$ cat src/hw/rtl/bfa_pkg.sv
// ---------------------------------------------------------------------------
// bfa_pkg
// Types and constants of the best fit range allocator.
// ---------------------------------------------------------------------------
`default_nettype none

package bfa_pkg;

   // Slot map storage: slots per memory word.
   localparam int WORD_BITS = 8;
   localparam int WORD_LOG  = 3;

   localparam int SLOTS_DEF = 1024;

   localparam logic [10:0] TOTAL_RST = 11'd1024;
   localparam logic [15:0] REJ_MAX   = 16'hFFFF;

   // Request kinds
   localparam logic CMD_ALLOC   = 1'b0;
   localparam logic CMD_RELEASE = 1'b1;

   typedef enum logic [2:0] {
      ST_IDLE,
      ST_SCAN,
      ST_FLUSH,
      ST_FILL,
      ST_DONE
   } bfa_state_type;

endpackage

`default_nettype wire

$ cat src/hw/rtl/best_fit_range_allocator_top.sv
// ---------------------------------------------------------------------------
// best_fit_range_allocator_top
// Best fit contiguous slot allocator over a slot map held in memory words.
// ---------------------------------------------------------------------------
// Usage:
//   req_* carries one request per beat: allocate a run (req_tuser low) or
//   release an inclusive range (req_tuser high). rsp_* returns one beat per
//   request: grant flag, start slot and the saturating rejection count.
//   csr_* writes total_slots; a write also marks every slot free again.
// Operation:
//   The slot map lives in words of 8 slots with a registered read. An allocate
//   scans every word in use, one per cycle, then rewrites the words of the
//   chosen run before the result beat is posted. A release rewrites the words
//   of its range; a request that needs no memory access goes straight to the
//   result. One request is in work at a time; req_tready is high only when
//   idle, so the next request beat can be taken in the cycle after a result
//   is posted.
// Reset:
//   All slots free, total_slots = 1024, count zero. Per-word valid flags make
//   unwritten words read as free, so no clearing pass runs.
// Stall:
//   A finished result sits in the output register; the next request is taken
//   meanwhile and waits at its end until the output register is free.
// ---------------------------------------------------------------------------
`default_nettype none

module best_fit_range_allocator_top
   import bfa_pkg::*;
#(
   parameter int SLOTS = SLOTS_DEF
) (
   input  wire logic        clock,
   input  wire logic        reset,
   // request stream
   input  wire logic        req_tvalid,
   output logic             req_tready,
   input  wire logic [31:0] req_tdata,   // request_size[10:0], range_first[20:11],
                                         // range_last[30:21], zero[31]
   input  wire logic        req_tuser,   // command
   // result stream
   output logic             rsp_tvalid,
   input  wire logic        rsp_tready,
   output logic [31:0]      rsp_tdata,   // start_slot[9:0], rejected_total[25:10],
                                         // zero[31:26]
   output logic             rsp_tuser,   // granted
   // register port
   input  wire logic        csr_psel,
   input  wire logic        csr_penable,
   input  wire logic        csr_pwrite,
   input  wire logic [1:0]  csr_paddr,
   input  wire logic [31:0] csr_pwdata,
   output logic [31:0]      csr_prdata,
   output logic             csr_pready
);

   localparam int NWORDS = (SLOTS + WORD_BITS - 1) / WORD_BITS;
   localparam int AW     = (NWORDS > 1) ? $clog2(NWORDS) : 1;
   localparam int LW     = ($clog2(SLOTS) + 1 > 11) ? $clog2(SLOTS) + 1 : 11;

   bfa_state_type state_ff, state_in;

   logic [10:0]          total_ff;
   logic [15:0]          rej_ff, rej_in;
   logic [LW-1:0]        want_ff, want_in;
   logic [LW-1:0]        lo_ff, lo_in, hi_ff, hi_in;
   logic                 fill_ff, fill_in;
   logic [LW-1:0]        addr_ff, addr_in, end_ff, end_in;
   logic                 pend_ff, pend_in;
   logic [LW-1:0]        pend_addr_ff, pend_addr_in;
   logic [LW-1:0]        run_at_ff, run_at_in, run_len_ff, run_len_in;
   logic [LW-1:0]        best_at_ff, best_at_in, best_len_ff, best_len_in;
   logic                 found_ff, found_in;
   logic                 res_grant_ff, res_grant_in;
   logic [9:0]           res_start_ff, res_start_in;
   logic                 rsp_valid_ff, rsp_valid_in;
   logic                 rsp_grant_ff, rsp_grant_in;
   logic [9:0]           rsp_start_ff, rsp_start_in;
   logic [15:0]          rsp_rej_ff, rsp_rej_in;

   logic [WORD_BITS-1:0] mem [NWORDS];
   logic [WORD_BITS-1:0] rd_data_ff;
   logic [NWORDS-1:0]    word_vld_ff;

   logic                 mem_we;
   logic [WORD_BITS-1:0] mem_wdata;
   logic [AW-1:0]        pidx;
   logic [WORD_BITS-1:0] word_data;
   logic                 issue;
   logic                 csr_we;
   logic                 req_fire;
   logic [LW-1:0]        n_lim;
   logic [LW-1:0]        base;

   // scan results for the word in hand
   logic [LW-1:0]        sc_run_at, sc_run_len, sc_best_at, sc_best_len;
   logic                 sc_found;
   logic [WORD_BITS-1:0] fill_word;
   logic                 close_hit;

   logic [10:0]          in_size;
   logic [LW-1:0]        in_first, in_last;

   assign csr_pready = 1'b1;
   assign csr_we     = csr_psel & csr_penable & csr_pwrite & csr_pready;
   assign csr_prdata = {21'd0, total_ff};

   assign req_tready = (state_ff == ST_IDLE);
   assign req_fire   = req_tvalid & req_tready;
   assign in_size    = req_tdata[10:0];
   assign in_first   = LW'(req_tdata[20:11]);
   assign in_last    = LW'(req_tdata[30:21]);

   assign rsp_tvalid = rsp_valid_ff;
   assign rsp_tuser  = rsp_grant_ff;
   assign rsp_tdata  = {6'd0, rsp_rej_ff, rsp_start_ff};

   // Clamp the slot count into 1..SLOTS
   always_comb begin
      if (total_ff == 11'd0) begin
         n_lim = LW'(1);
      end else if (LW'(total_ff) > LW'(SLOTS)) begin
         n_lim = LW'(SLOTS);
      end else begin
         n_lim = LW'(total_ff);
      end
   end

   // Word in hand; a never written word reads as all free
   assign pidx      = pend_addr_ff[AW-1:0];
   assign word_data = word_vld_ff[pidx] ? rd_data_ff : '1;
   assign base      = pend_addr_ff << WORD_LOG;
   assign issue     = (addr_ff <= end_ff);

   // Run tracking over the eight slots of one word
   always_comb begin : scan_word
      logic [LW-1:0] s;
      logic          is_free;
      sc_run_at   = run_at_ff;
      sc_run_len  = run_len_ff;
      sc_best_at  = best_at_ff;
      sc_best_len = best_len_ff;
      sc_found    = found_ff;
      fill_word   = word_data;
      for (int i = 0; i < WORD_BITS; i++) begin
         s       = base + LW'(i);
         is_free = word_data[i] && (s < n_lim);
         if (is_free) begin
            if (sc_run_len == '0) begin
               sc_run_at = s;
            end
            sc_run_len = sc_run_len + LW'(1);
         end else if (sc_run_len != '0) begin
            if (sc_run_len >= want_ff && (!sc_found || sc_run_len < sc_best_len)) begin
               sc_found    = 1'b1;
               sc_best_len = sc_run_len;
               sc_best_at  = sc_run_at;
            end
            sc_run_len = '0;
         end
         if (s >= lo_ff && s <= hi_ff) begin
            fill_word[i] = fill_ff;
         end
      end
   end

   // Close the run still open at the end of the map
   assign close_hit = (run_len_ff != '0) && (run_len_ff >= want_ff) &&
                      (!found_ff || run_len_ff < best_len_ff);

   // Next state and datapath control
   always_comb begin
      state_in     = state_ff;
      rej_in       = rej_ff;
      want_in      = want_ff;
      lo_in        = lo_ff;
      hi_in        = hi_ff;
      fill_in      = fill_ff;
      addr_in      = addr_ff;
      end_in       = end_ff;
      pend_in      = pend_ff;
      pend_addr_in = pend_addr_ff;
      run_at_in    = run_at_ff;
      run_len_in   = run_len_ff;
      best_at_in   = best_at_ff;
      best_len_in  = best_len_ff;
      found_in     = found_ff;
      res_grant_in = res_grant_ff;
      res_start_in = res_start_ff;
      rsp_valid_in = rsp_valid_ff;
      rsp_grant_in = rsp_grant_ff;
      rsp_start_in = rsp_start_ff;
      rsp_rej_in   = rsp_rej_ff;
      mem_we       = 1'b0;
      mem_wdata    = fill_word;

      // drop the result once taken
      if (rsp_valid_ff && rsp_tready) begin
         rsp_valid_in = 1'b0;
      end

      case (state_ff)
         ST_IDLE: begin
            if (req_fire) begin
               res_grant_in = 1'b0;
               res_start_in = '0;
               pend_in      = 1'b0;
               if (req_tuser == CMD_ALLOC) begin
                  want_in     = LW'(in_size);
                  addr_in     = '0;
                  end_in      = (n_lim - LW'(1)) >> WORD_LOG;
                  run_at_in   = '0;
                  run_len_in  = '0;
                  best_at_in  = '0;
                  best_len_in = '0;
                  found_in    = 1'b0;
                  lo_in       = '1;
                  hi_in       = '0;
                  if (in_size == 11'd0) begin
                     rej_in   = (rej_ff == REJ_MAX) ? rej_ff : rej_ff + 16'd1;
                     state_in = ST_DONE;
                  end else begin
                     state_in = ST_SCAN;
                  end
               end else if (in_first <= in_last && in_first < n_lim) begin
                  lo_in    = in_first;
                  hi_in    = (in_last >= n_lim) ? n_lim - LW'(1) : in_last;
                  addr_in  = in_first >> WORD_LOG;
                  end_in   = ((in_last >= n_lim) ? n_lim - LW'(1) : in_last) >> WORD_LOG;
                  fill_in  = 1'b1;
                  state_in = ST_FILL;
               end else begin
                  state_in = ST_DONE;
               end
            end
         end

         ST_SCAN: begin
            pend_in      = issue;
            pend_addr_in = addr_ff;
            if (issue) begin
               addr_in = addr_ff + LW'(1);
            end
            if (pend_ff) begin
               run_at_in   = sc_run_at;
               run_len_in  = sc_run_len;
               best_at_in  = sc_best_at;
               best_len_in = sc_best_len;
               found_in    = sc_found;
            end
            if (!issue && !pend_ff) begin
               state_in = ST_FLUSH;
            end
         end

         ST_FLUSH: begin
            if (found_ff || close_hit) begin
               lo_in        = close_hit ? run_at_ff : best_at_ff;
               hi_in        = (close_hit ? run_at_ff : best_at_ff) + want_ff - LW'(1);
               addr_in      = (close_hit ? run_at_ff : best_at_ff) >> WORD_LOG;
               end_in       = ((close_hit ? run_at_ff : best_at_ff) + want_ff - LW'(1))
                              >> WORD_LOG;
               fill_in      = 1'b0;
               pend_in      = 1'b0;
               res_grant_in = 1'b1;
               res_start_in = close_hit ? run_at_ff[9:0] : best_at_ff[9:0];
               state_in     = ST_FILL;
            end else begin
               rej_in   = (rej_ff == REJ_MAX) ? rej_ff : rej_ff + 16'd1;
               state_in = ST_DONE;
            end
         end

         ST_FILL: begin
            pend_in      = issue;
            pend_addr_in = addr_ff;
            if (issue) begin
               addr_in = addr_ff + LW'(1);
            end
            if (pend_ff) begin
               mem_we = 1'b1;
            end
            if (!issue && !pend_ff) begin
               state_in = ST_DONE;
            end
         end

         ST_DONE: begin
            if (!rsp_valid_ff || rsp_tready) begin
               rsp_valid_in = 1'b1;
               rsp_grant_in = res_grant_ff;
               rsp_start_in = res_start_ff;
               rsp_rej_in   = rej_ff;
               state_in     = ST_IDLE;
            end
         end

         default: begin
            state_in = ST_IDLE;
         end
      endcase
   end

   // Slot map memory: one write, one registered read per cycle
   always_ff @(posedge clock) begin
      if (mem_we) begin
         mem[pidx] <= mem_wdata;
      end
      rd_data_ff <= mem[addr_ff[AW-1:0]];
   end

   // Word valid flags: clear on reset and on a slot count write
   always_ff @(posedge clock) begin
      if (reset || csr_we) begin
         word_vld_ff <= '0;
      end else if (mem_we) begin
         word_vld_ff[pidx] <= 1'b1;
      end
   end

   // Control registers
   always_ff @(posedge clock) begin
      if (reset) begin
         state_ff     <= ST_IDLE;
         total_ff     <= TOTAL_RST;
         rej_ff       <= '0;
         pend_ff      <= 1'b0;
         rsp_valid_ff <= 1'b0;
      end else begin
         state_ff     <= state_in;
         rej_ff       <= rej_in;
         pend_ff      <= pend_in;
         rsp_valid_ff <= rsp_valid_in;
         if (csr_we) begin
            total_ff <= csr_pwdata[10:0];
         end
      end
   end

   // Payload registers
   always_ff @(posedge clock) begin
      want_ff      <= want_in;
      lo_ff        <= lo_in;
      hi_ff        <= hi_in;
      fill_ff      <= fill_in;
      addr_ff      <= addr_in;
      end_ff       <= end_in;
      pend_addr_ff <= pend_addr_in;
      run_at_ff    <= run_at_in;
      run_len_ff   <= run_len_in;
      best_at_ff   <= best_at_in;
      best_len_ff  <= best_len_in;
      found_ff     <= found_in;
      res_grant_ff <= res_grant_in;
      res_start_ff <= res_start_in;
      rsp_grant_ff <= rsp_grant_in;
      rsp_start_ff <= rsp_start_in;
      rsp_rej_ff   <= rsp_rej_in;
   end

   // csr_paddr is not decoded: every word address maps to the single register
   logic unused_paddr;
   assign unused_paddr = ^csr_paddr;

endmodule

`default_nettype wire

$ cat config.mk
export PLATFORM = sky130hd
export DESIGN_NAME = best_fit_range_allocator_top
export DESIGN_NICKNAME = d
export VERILOG_FILES = /design/src/hw/rtl/bfa_pkg.sv /design/src/hw/rtl/best_fit_range_allocator_top.sv
export SDC_FILE = /design/constraint.sdc
export NUM_CORES = 2
export LEC_CHECK = 0
export ABC_AREA = 1
export BUFFER_PORTS_ARGS = -buffer_cell sky130_fd_sc_hd__buf_2
export CORE_ASPECT_RATIO = 2
export CORE_MARGIN = 2
export CORE_UTILIZATION = 40
export CTS_BUF_LIST = sky130_fd_sc_hd__clkbuf_4 sky130_fd_sc_hd__clkbuf_8
export CTS_CLUSTER_DIAMETER = 60
export DETAILED_ROUTE_END_ITERATION = 10
export GPL_TIMING_DRIVEN = 0
export PLACE_DENSITY = 0.59
export SETUP_SLACK_MARGIN = 0.15
export SLEW_MARGIN = 15
export SYNTH_ARGS = -nofsm -noshare
export SYNTH_HDL_FRONTEND = slang
export SYNTH_SLANG_ARGS = --single-unit
$ cat constraint.sdc
create_clock -name clock -period 16.8 [get_ports clock]
set_clock_uncertainty 0.05 [all_clocks]
set_input_delay 1.68 -clock clock [delete_from_list [all_inputs] [get_ports clock]]
set_output_delay 1.68 -clock clock [all_outputs]
set_load 0.005 [all_outputs]
* Yosys cells after proc, flatten, opt, wreduce, memory -nomap -nowiden
Memories as Yosys holds them, arrays and structs flattened. A register that Yosys moved wholly into a read port is not among the register bits.
Index checks and enable logic that the tools add are counted.
** Operators by class
- Add/subtract/negate cells :: 20
- Multipliers :: 0
- Divide/modulo/power cells :: 0
- Magnitude comparators :: 47
- Equal/unequal tests :: 18
- Shift-type cells :: 0
- Mux-type cells :: 191
- Bitwise operators :: 5
- Reduce and logical (&&, ||, !) cells :: 85
** Operators by type and width (count)
- 2-to-1 mux 11 bit :: 107
- >= comparator 11 bit :: 16
- < comparator 11 bit :: 16
- case mux 11 bit (2 select lines) :: 7
- bitwise OR 128 bit :: 1
- adder 11 x 1 -> 11 bit, second input constant :: 10
- logical NOT 11 bit :: 10
- less-or-equal comparator 11 bit :: 9
- nonzero test 11 bit :: 8
- 2-to-1 mux 16 bit :: 5
- 2-to-1 mux 1 bit :: 50
- adder 11 x 3 -> 11 bit, second input constant :: 4
- case mux 11 bit (3 select lines) :: 1
- case mux 16 bit (2 select lines) :: 1
- logical AND 1 bit :: 30
- 2-to-1 mux 10 bit :: 3
- 2-to-1 mux 3 bit :: 8
- adder 11 x 2 -> 11 bit, second input constant :: 2
- subtractor 11 x 1 -> 11 bit, second input constant :: 2
- case mux 10 bit (2 select lines) :: 1
- adder 16 x 1 -> 16 bit, second input constant :: 1
- == test 16 bit, second input constant :: 1
- case mux 3 bit (5 select lines) :: 1
- AND reduction 5 bit :: 3
- other kinds (29) :: 69
** Word-level totals
- Bits in registers :: 307
- Bits in latches :: 0
- RAM bits :: 1024
- Bits in read-only memories :: 0
- Input bits :: 74
- Output and inout bits :: 68
- Word-level logic and storage cells :: 390
- Memories :: 1
** Memory list
- mem :: depth 128, width 8, rd ports 1, clocked after Yosys merged registers in 1, wr ports 1, RTL line best_fit_range_allocator_top.sv:80 : logic [WORD_BITS-1:0] mem [NWORDS];

* Logic depth before layout (Yosys ltp)
- Depth after elaboration :: 50
- Mapped depth :: 107
- Depth with buffers taken out :: 101

* Worst setup path after synthesis
Ideal clock, no wire load.
- Path type :: register to register
- Start :: register total_ff[9]
- End :: register best_len_ff[0] (data pin)
- Arrival time :: 12809 ps
- Path slack :: 3686 ps
- Stages on the path, launching flop included :: 94
- Buffers on the path :: 9
- Cells stage by stage :: dfxtp_1 > inv_1 > nand4_1 > nor2_1 > a21oi_1 > inv_2 > nand2_1 > ha_1 > a21oi_1 > o21ai_0 > a21oi_1 > inv_1 > o21ai_1 > nand2_4 > buf_6 > nand3_1 > clkbuf_1 > nand2_1 > (+58 left out) > o221a_2 > nand2_1 > nand2_1 > nand2_1 > clkbuf_1 > nand2_1 > o21ai_0 > ha_1 > a21oi_1 > nor2_1 > a211oi_1 > o221a_2 > nand2_1 > nand2_1 > buf_2 > nand3_1 > nand2_1 > nor2_1
** On the way
- Cells in the longest elaborated chain, start to end :: 50
** RTL lines
- start: declaration :: RTL line best_fit_range_allocator_top.sv:62 : logic [10:0] total_ff;
- start signal: assignment :: RTL line best_fit_range_allocator_top.sv:334 : total_ff <= csr_pwdata[10:0];
- greater-than comparator 11 bit :: RTL line best_fit_range_allocator_top.sv:121 : end else if (LW'(total_ff) > LW'(SLOTS)) begin
- 2-to-1 mux 11 bit :: RTL line best_fit_range_allocator_top.sv:121
- 2-to-1 mux 11 bit * :: RTL line best_fit_range_allocator_top.sv:119 : if (total_ff == 11'd0) begin
- < comparator 11 bit :: RTL line best_fit_range_allocator_top.sv:146 : is_free = word_data[i] && (s < n_lim);
- logical AND 1 bit :: RTL line best_fit_range_allocator_top.sv:146
- 2-to-1 mux 11 bit / 2-to-1 mux 1 bit (equally long branches) :: RTL line best_fit_range_allocator_top.sv:147 : if (is_free) begin
- < comparator 11 bit / logical NOT 1 bit (equally long branches) :: RTL line best_fit_range_allocator_top.sv:153 : if (sc_run_len >= want_ff && (!sc_found || sc_run_len < sc_best_len)) begin
- logical OR 1 bit :: RTL line best_fit_range_allocator_top.sv:153
- (+34 left out)
- < comparator 11 bit / logical NOT 1 bit (equally long branches) :: RTL line best_fit_range_allocator_top.sv:153
- logical OR 1 bit :: RTL line best_fit_range_allocator_top.sv:153
- logical AND 1 bit :: RTL line best_fit_range_allocator_top.sv:153
- 2-to-1 mux 11 bit :: RTL line best_fit_range_allocator_top.sv:153
- 2-to-1 mux 11 bit :: RTL line best_fit_range_allocator_top.sv:152 : end else if (sc_run_len != '0) begin
- 2-to-1 mux 11 bit * :: RTL line best_fit_range_allocator_top.sv:147
- 2-to-1 mux 11 bit * :: RTL line best_fit_range_allocator_top.sv:243 : if (pend_ff) begin
- case mux 11 bit (2 select lines) * :: RTL line best_fit_range_allocator_top.sv:201 : case (state_ff)
- end signal: assignment :: RTL line best_fit_range_allocator_top.sv:351 : best_len_ff <= best_len_in;
- end: declaration :: RTL line best_fit_range_allocator_top.sv:71 : logic [LW-1:0] best_at_ff, best_at_in, best_len_ff, best_len_in;
Every way passes the cells marked *; elsewhere a longest branch is shown, timed or not. The select of a mux whose other input is x is not followed.
A chain may end at the register's enable or synchronous reset.

* Final worst setup path
- Start :: register pend_addr_ff[2]
- End :: register best_at_ff[6] (data pin)
** On the way
- Cells in the longest elaborated chain, start to end :: 49
** RTL lines
- start: declaration :: RTL line best_fit_range_allocator_top.sv:69 : logic [LW-1:0] pend_addr_ff, pend_addr_in;
- start signal: assignment :: RTL line best_fit_range_allocator_top.sv:347 : pend_addr_ff <= pend_addr_in;
- binary-select mux 1 bit (select 7 bit) :: RTL line best_fit_range_allocator_top.sv:130 : assign word_data = word_vld_ff[pidx] ? rd_data_ff : '1;
- 2-to-1 mux 1 bit (not written as such) :: RTL line best_fit_range_allocator_top.sv:130
- 2-to-1 mux 8 bit :: RTL line best_fit_range_allocator_top.sv:130
- logical AND 1 bit :: RTL line best_fit_range_allocator_top.sv:146
- 2-to-1 mux 11 bit / 2-to-1 mux 1 bit (equally long branches) :: RTL line best_fit_range_allocator_top.sv:147
- < comparator 11 bit / logical NOT 1 bit (equally long branches) :: RTL line best_fit_range_allocator_top.sv:153
- logical OR 1 bit :: RTL line best_fit_range_allocator_top.sv:153
- logical AND 1 bit :: RTL line best_fit_range_allocator_top.sv:153
- (+33 left out)
- < comparator 11 bit / logical NOT 1 bit (equally long branches) :: RTL line best_fit_range_allocator_top.sv:153
- logical OR 1 bit :: RTL line best_fit_range_allocator_top.sv:153
- logical AND 1 bit :: RTL line best_fit_range_allocator_top.sv:153
- 2-to-1 mux 11 bit :: RTL line best_fit_range_allocator_top.sv:153
- 2-to-1 mux 11 bit :: RTL line best_fit_range_allocator_top.sv:152
- 2-to-1 mux 11 bit * :: RTL line best_fit_range_allocator_top.sv:147
- 2-to-1 mux 11 bit * :: RTL line best_fit_range_allocator_top.sv:243
- case mux 11 bit (2 select lines) * :: RTL line best_fit_range_allocator_top.sv:201
- end signal: assignment :: RTL line best_fit_range_allocator_top.sv:350 : best_at_ff <= best_at_in;
- end: declaration :: RTL line best_fit_range_allocator_top.sv:71
Marks and branches as above.

==> run_results.csv <==
group,metric,value,unit
die,core,0.1616,mm²
clock_tree,clock_path_buffers,4,
power,switching_share,50.17,%
clock_tree,cts_root_buffer,"clkbuf_8",
setup_path,cp_max_fo,10,
die,num_rows,209,
yosys,ys_types,68,
global_routing,grt_pass1_wl,410600,µm
setup_path,slowest_delay,0.53,ns
global_routing,grt_max_degree,33,
clock_tree,clock_latency,0.99,ns
yosys,async_reset_ff_share,0,%
sta,worst_slew_pin_slew,1.381,ns
yosys,syn_area_per_cell,9.901,µm²
worst_hold_path,min_path_type,"reg2reg",
outcome,violations,"DRC",
setup_path,reg2reg_slack,1.09,ns
setup_path,end_kind,"flip-flop",
flow_run,cap_violations,0,
global_routing,antenna_found_initial,14,
routing,antenna_left,0,
final_layout,design_area,0.07557,mm²
final_layout,num-fill-cells,15270,
sta,min_period,15.71,ns
outcome,status,"complete, but fails checks",
setup_path,cp-start-kind,"flip-flop",
yosys,synth_seq_cells,1336,
die,die_height,573.6,µm
sta,tns,0,ns
clock_tree,clkTransAtPathRegs,0.07,ns
power,internal_power,0.007815,W
power,leakagePower,27.76,nW
clock_tree,htreeDepth,4,
sta,final_max_slew_viol_count,0,
clock_tree,numCtsBuffers,194,
yosys,yosysWarnings,0,
setup_path,cp_data_arrival_time,16.36,ns
setup_path,critical_path.most_common_cell,"nand2_1",
power,clock_power_share,17.1,%
global_routing,grtUsageTotal,36.03,%
yosys,synthCells,6554,
final_layout,layout-drive-gt1-share,13.21,%
sta,layout_setup_ws,1.092,ns
routing,viasPerCell,5.993,
yosys,yosysSeqAreaShare,59.24,%
clock_tree,tritoncts,"yes",
placement,place_ws,-2.750,ns
setup_path,path_class,"reg2reg",
sta,min_period_over_period,93.50,%
placement,postPlaceCellArea,0.07128,mm²
sta,max_slew_margin,7.552,%
final_layout,nets,7384,
setup_path,ff2ff_path_depth,95,
yosys,synthFlopType,"edfxtp_1",
routing,drc,3,
placement,io_buffers,89,
sta,fmax,63.66,MHz
routing,drt-pass1-iter-count,11,
global_routing,grt_pass1_vias,54310,
clock_tree,cts_sinks,1336,
routing,drt-total-wl,302300,µm
global_routing,grt-ovfl-total,0,
power,ir_drop,0.0001041,V
routing,wl_per_cell,32.46,µm
sta,rsz0062_at_grt,"false",
power,netSwitchingPower,0.007868,W
yosys,synth_area,0.06489,mm²
sta,final_hold_viol_count,0,
worst_hold_path,hold_depth,0,
placement,dp_hpwl,228400,µm
sta,setup_viol,0,
yosys,synth_edf_count,1168,
die,pin_count,142,
die,start_util,40.15,%
setup_path,cp.required,17.45,ns
die,die_width,288.8,µm
power,p_per_area,207.5,mW/mm²
routing,vias,55820,
power,p_comb_share,55.2,%
die,die_area,0.1657,mm²
setup_path,critPathSlowestCell,"edfxtp_1",
power,seqPwrFrac,27.7,%
routing,drtIter0Drc,5914,
power,power.total,0.01568,W
final_layout,area_growth,16.46,%
placement,gp_congestion,1.044,
## kinds of logic after synthesis
logic type               share of synthesized area [%]
adder cells (fa/ha/maj)                          5.237
XOR/XNOR                                        0.3914
other                                          0.01157
buffers and inverters                            5.148
multiplexers                                    0.2314
flip-flops                                       59.24
AO/OA/AOI/OAI                                    12.72
AND/OR/NAND/NOR                                  17.03
## sequential cells by signal (all words and copies together) (netlist names), 16 cells and up
name	flops
rej_ff	16
mem	1024
word_vld_ff	128
rsp_rej_ff	16
## layout by cell type (no fill, tap or decap), types with 76 or more instances in the layout
cell      count
buf_2       105
inv_1       438
o221ai_1     97
nor2_2      134
clkbuf_1    254
nor2_1     1019
ha_1        270
nand3_1     279
edfxtp_1   1168
a21oi_1     169
o211ai_1     82
buf_8        76
nand4_1     117
nand2_1     933
clkbuf_8    203
o22ai_1     162
dfxtp_1     167
o21ai_0     730
## final cells by class
cell class | instances | area [µm²] | share of cell area, %
flip-flops and latches | 1336 | 38440 | 50.87
multi-input cells | 4412 | 23920 | 31.65
repair buffers | 262 | 3302 | 4.369
clock buffers | 255 | 3184 | 4.214
well taps | 2110 | 2640 | 3.494
inverters | 477 | 1797 | 2.378
plain buffers | 355 | 1625 | 2.151
clock inverters | 95 | 629.4 | 0.8328
diodes | 12 | 30.03 | 0.03974
repair inverters | 1 | 5.005 | 0.006623
## power groups by stage
stage	clock (W)	sequential, W	combinational, W
floorplan	0	0.00445	0.00451
global placement	0	0.00470	0.00769
detailed placement	0	0.00441	0.00817
CTS	0.00268	0.00434	0.00825
global route	0.00280	0.00434	0.00917
finish	0.00268	0.00434	0.00866
## final timing paths
check,to,startpoint
max,best_at_ff[6],pend_addr_ff[2]
min,rsp_start_ff[2],res_start_ff[2]
max reg2reg,best_at_ff[6],pend_addr_ff[2]
min reg2reg,rsp_start_ff[2],res_start_ff[2]
## synthesized netlist by cell type (all sizes together), types with 2 or more instances
| cell | instances | area [µm²] |
|---|---|---|
| nor2 | 1175 | 4523 |
| edfxtp | 1168 | 35070 |
| nand2 | 957 | 3642 |
| o21ai | 784 | 3958 |
| inv | 471 | 1773 |
| nand3 | 284 | 1449 |
| clkbuf | 283 | 1062 |
| ha | 270 | 3378 |
| a21oi | 175 | 887.1 |
| dfxtp | 168 | 3363 |
| o22ai | 164 | 1026 |
| nand4 | 117 | 732.0 |
| o221ai | 97 | 849.6 |
| o211ai | 82 | 615.6 |
| buf | 72 | 483.0 |
| nor3 | 55 | 334.1 |
| a31oi | 40 | 250.2 |
| or2 | 29 | 181.4 |
| xor2 | 21 | 183.9 |
| a211oi | 19 | 142.6 |
| mux2i | 15 | 150.1 |
| nor4 | 11 | 68.82 |
| o21bai | 10 | 75.07 |
| o21a | 8 | 60.06 |
| xnor2 | 8 | 70.07 |
| nand3b | 7 | 52.55 |
| o31ai | 7 | 52.55 |
| clkinv | 6 | 22.52 |
| a2111oi | 5 | 43.79 |
| a21o | 5 | 37.54 |
| a221oi | 4 | 35.03 |
| and2 | 4 | 25.02 |
| o221a | 4 | 45.04 |
| o311ai | 4 | 35.03 |
| o41ai | 3 | 26.28 |
| a21boi | 2 | 15.01 |
| a22oi | 2 | 15.01 |
| a31o | 2 | 17.52 |
| a32o | 2 | 20.02 |
| a41oi | 2 | 17.52 |
| and3 | 2 | 12.51 |
| conb | 2 | 7.510 |
| nor3b | 2 | 15.01 |
## through the flow
| step | cells | util (%) | hold WS, ns |
|---|---|---|---|
| final | 9315 | 46.76 | 0.3760 |
| after global routing | 9307 | 46.75 | 0.3803 |
| after CTS | 9293 | 46.56 | 0.3739 |
| after detailed placement | 8934 | 44.11 | 0.3557 |
| after global placement | 8779 | 42.12 | 0.3513 |
| after floorplan | 6580 | - | 0.3503 |
## metal layers
metal	vias to the layer above	global-route usage [%]	wire length (µm)	share of wire, %
li1	24150	-	-	-
met1	26650	32.62	86560	29
met2	3429	61.40	146800	49
met3	1582	8.998	25890	8.6
met4	12	39.92	43010	14
met5	-	0	73	0.024
## timing repair
action | 4_1_cts | 5_1_grt
resized for setup | 51 | 87
pin swaps | 2 | 5
buffers inserted | 9 | 8
hold buffers | 0 | 0
endpoints found under the hold margin | 0 | 0
setup endpoints to repair | 22 | 22
cloned | 0 | 1
## critical path: cells and delay by family, from the launching register on
family                     cells  cell delay, ns
DFF                            1            0.53
AOI/OAI and AO/OA             26            4.88
adders and majority gates      7            2.18
buffers and inverters         16            3.10
and+or+nand+nor               46            4.60
No activity file was read; power rests on OpenSTA's default activity.
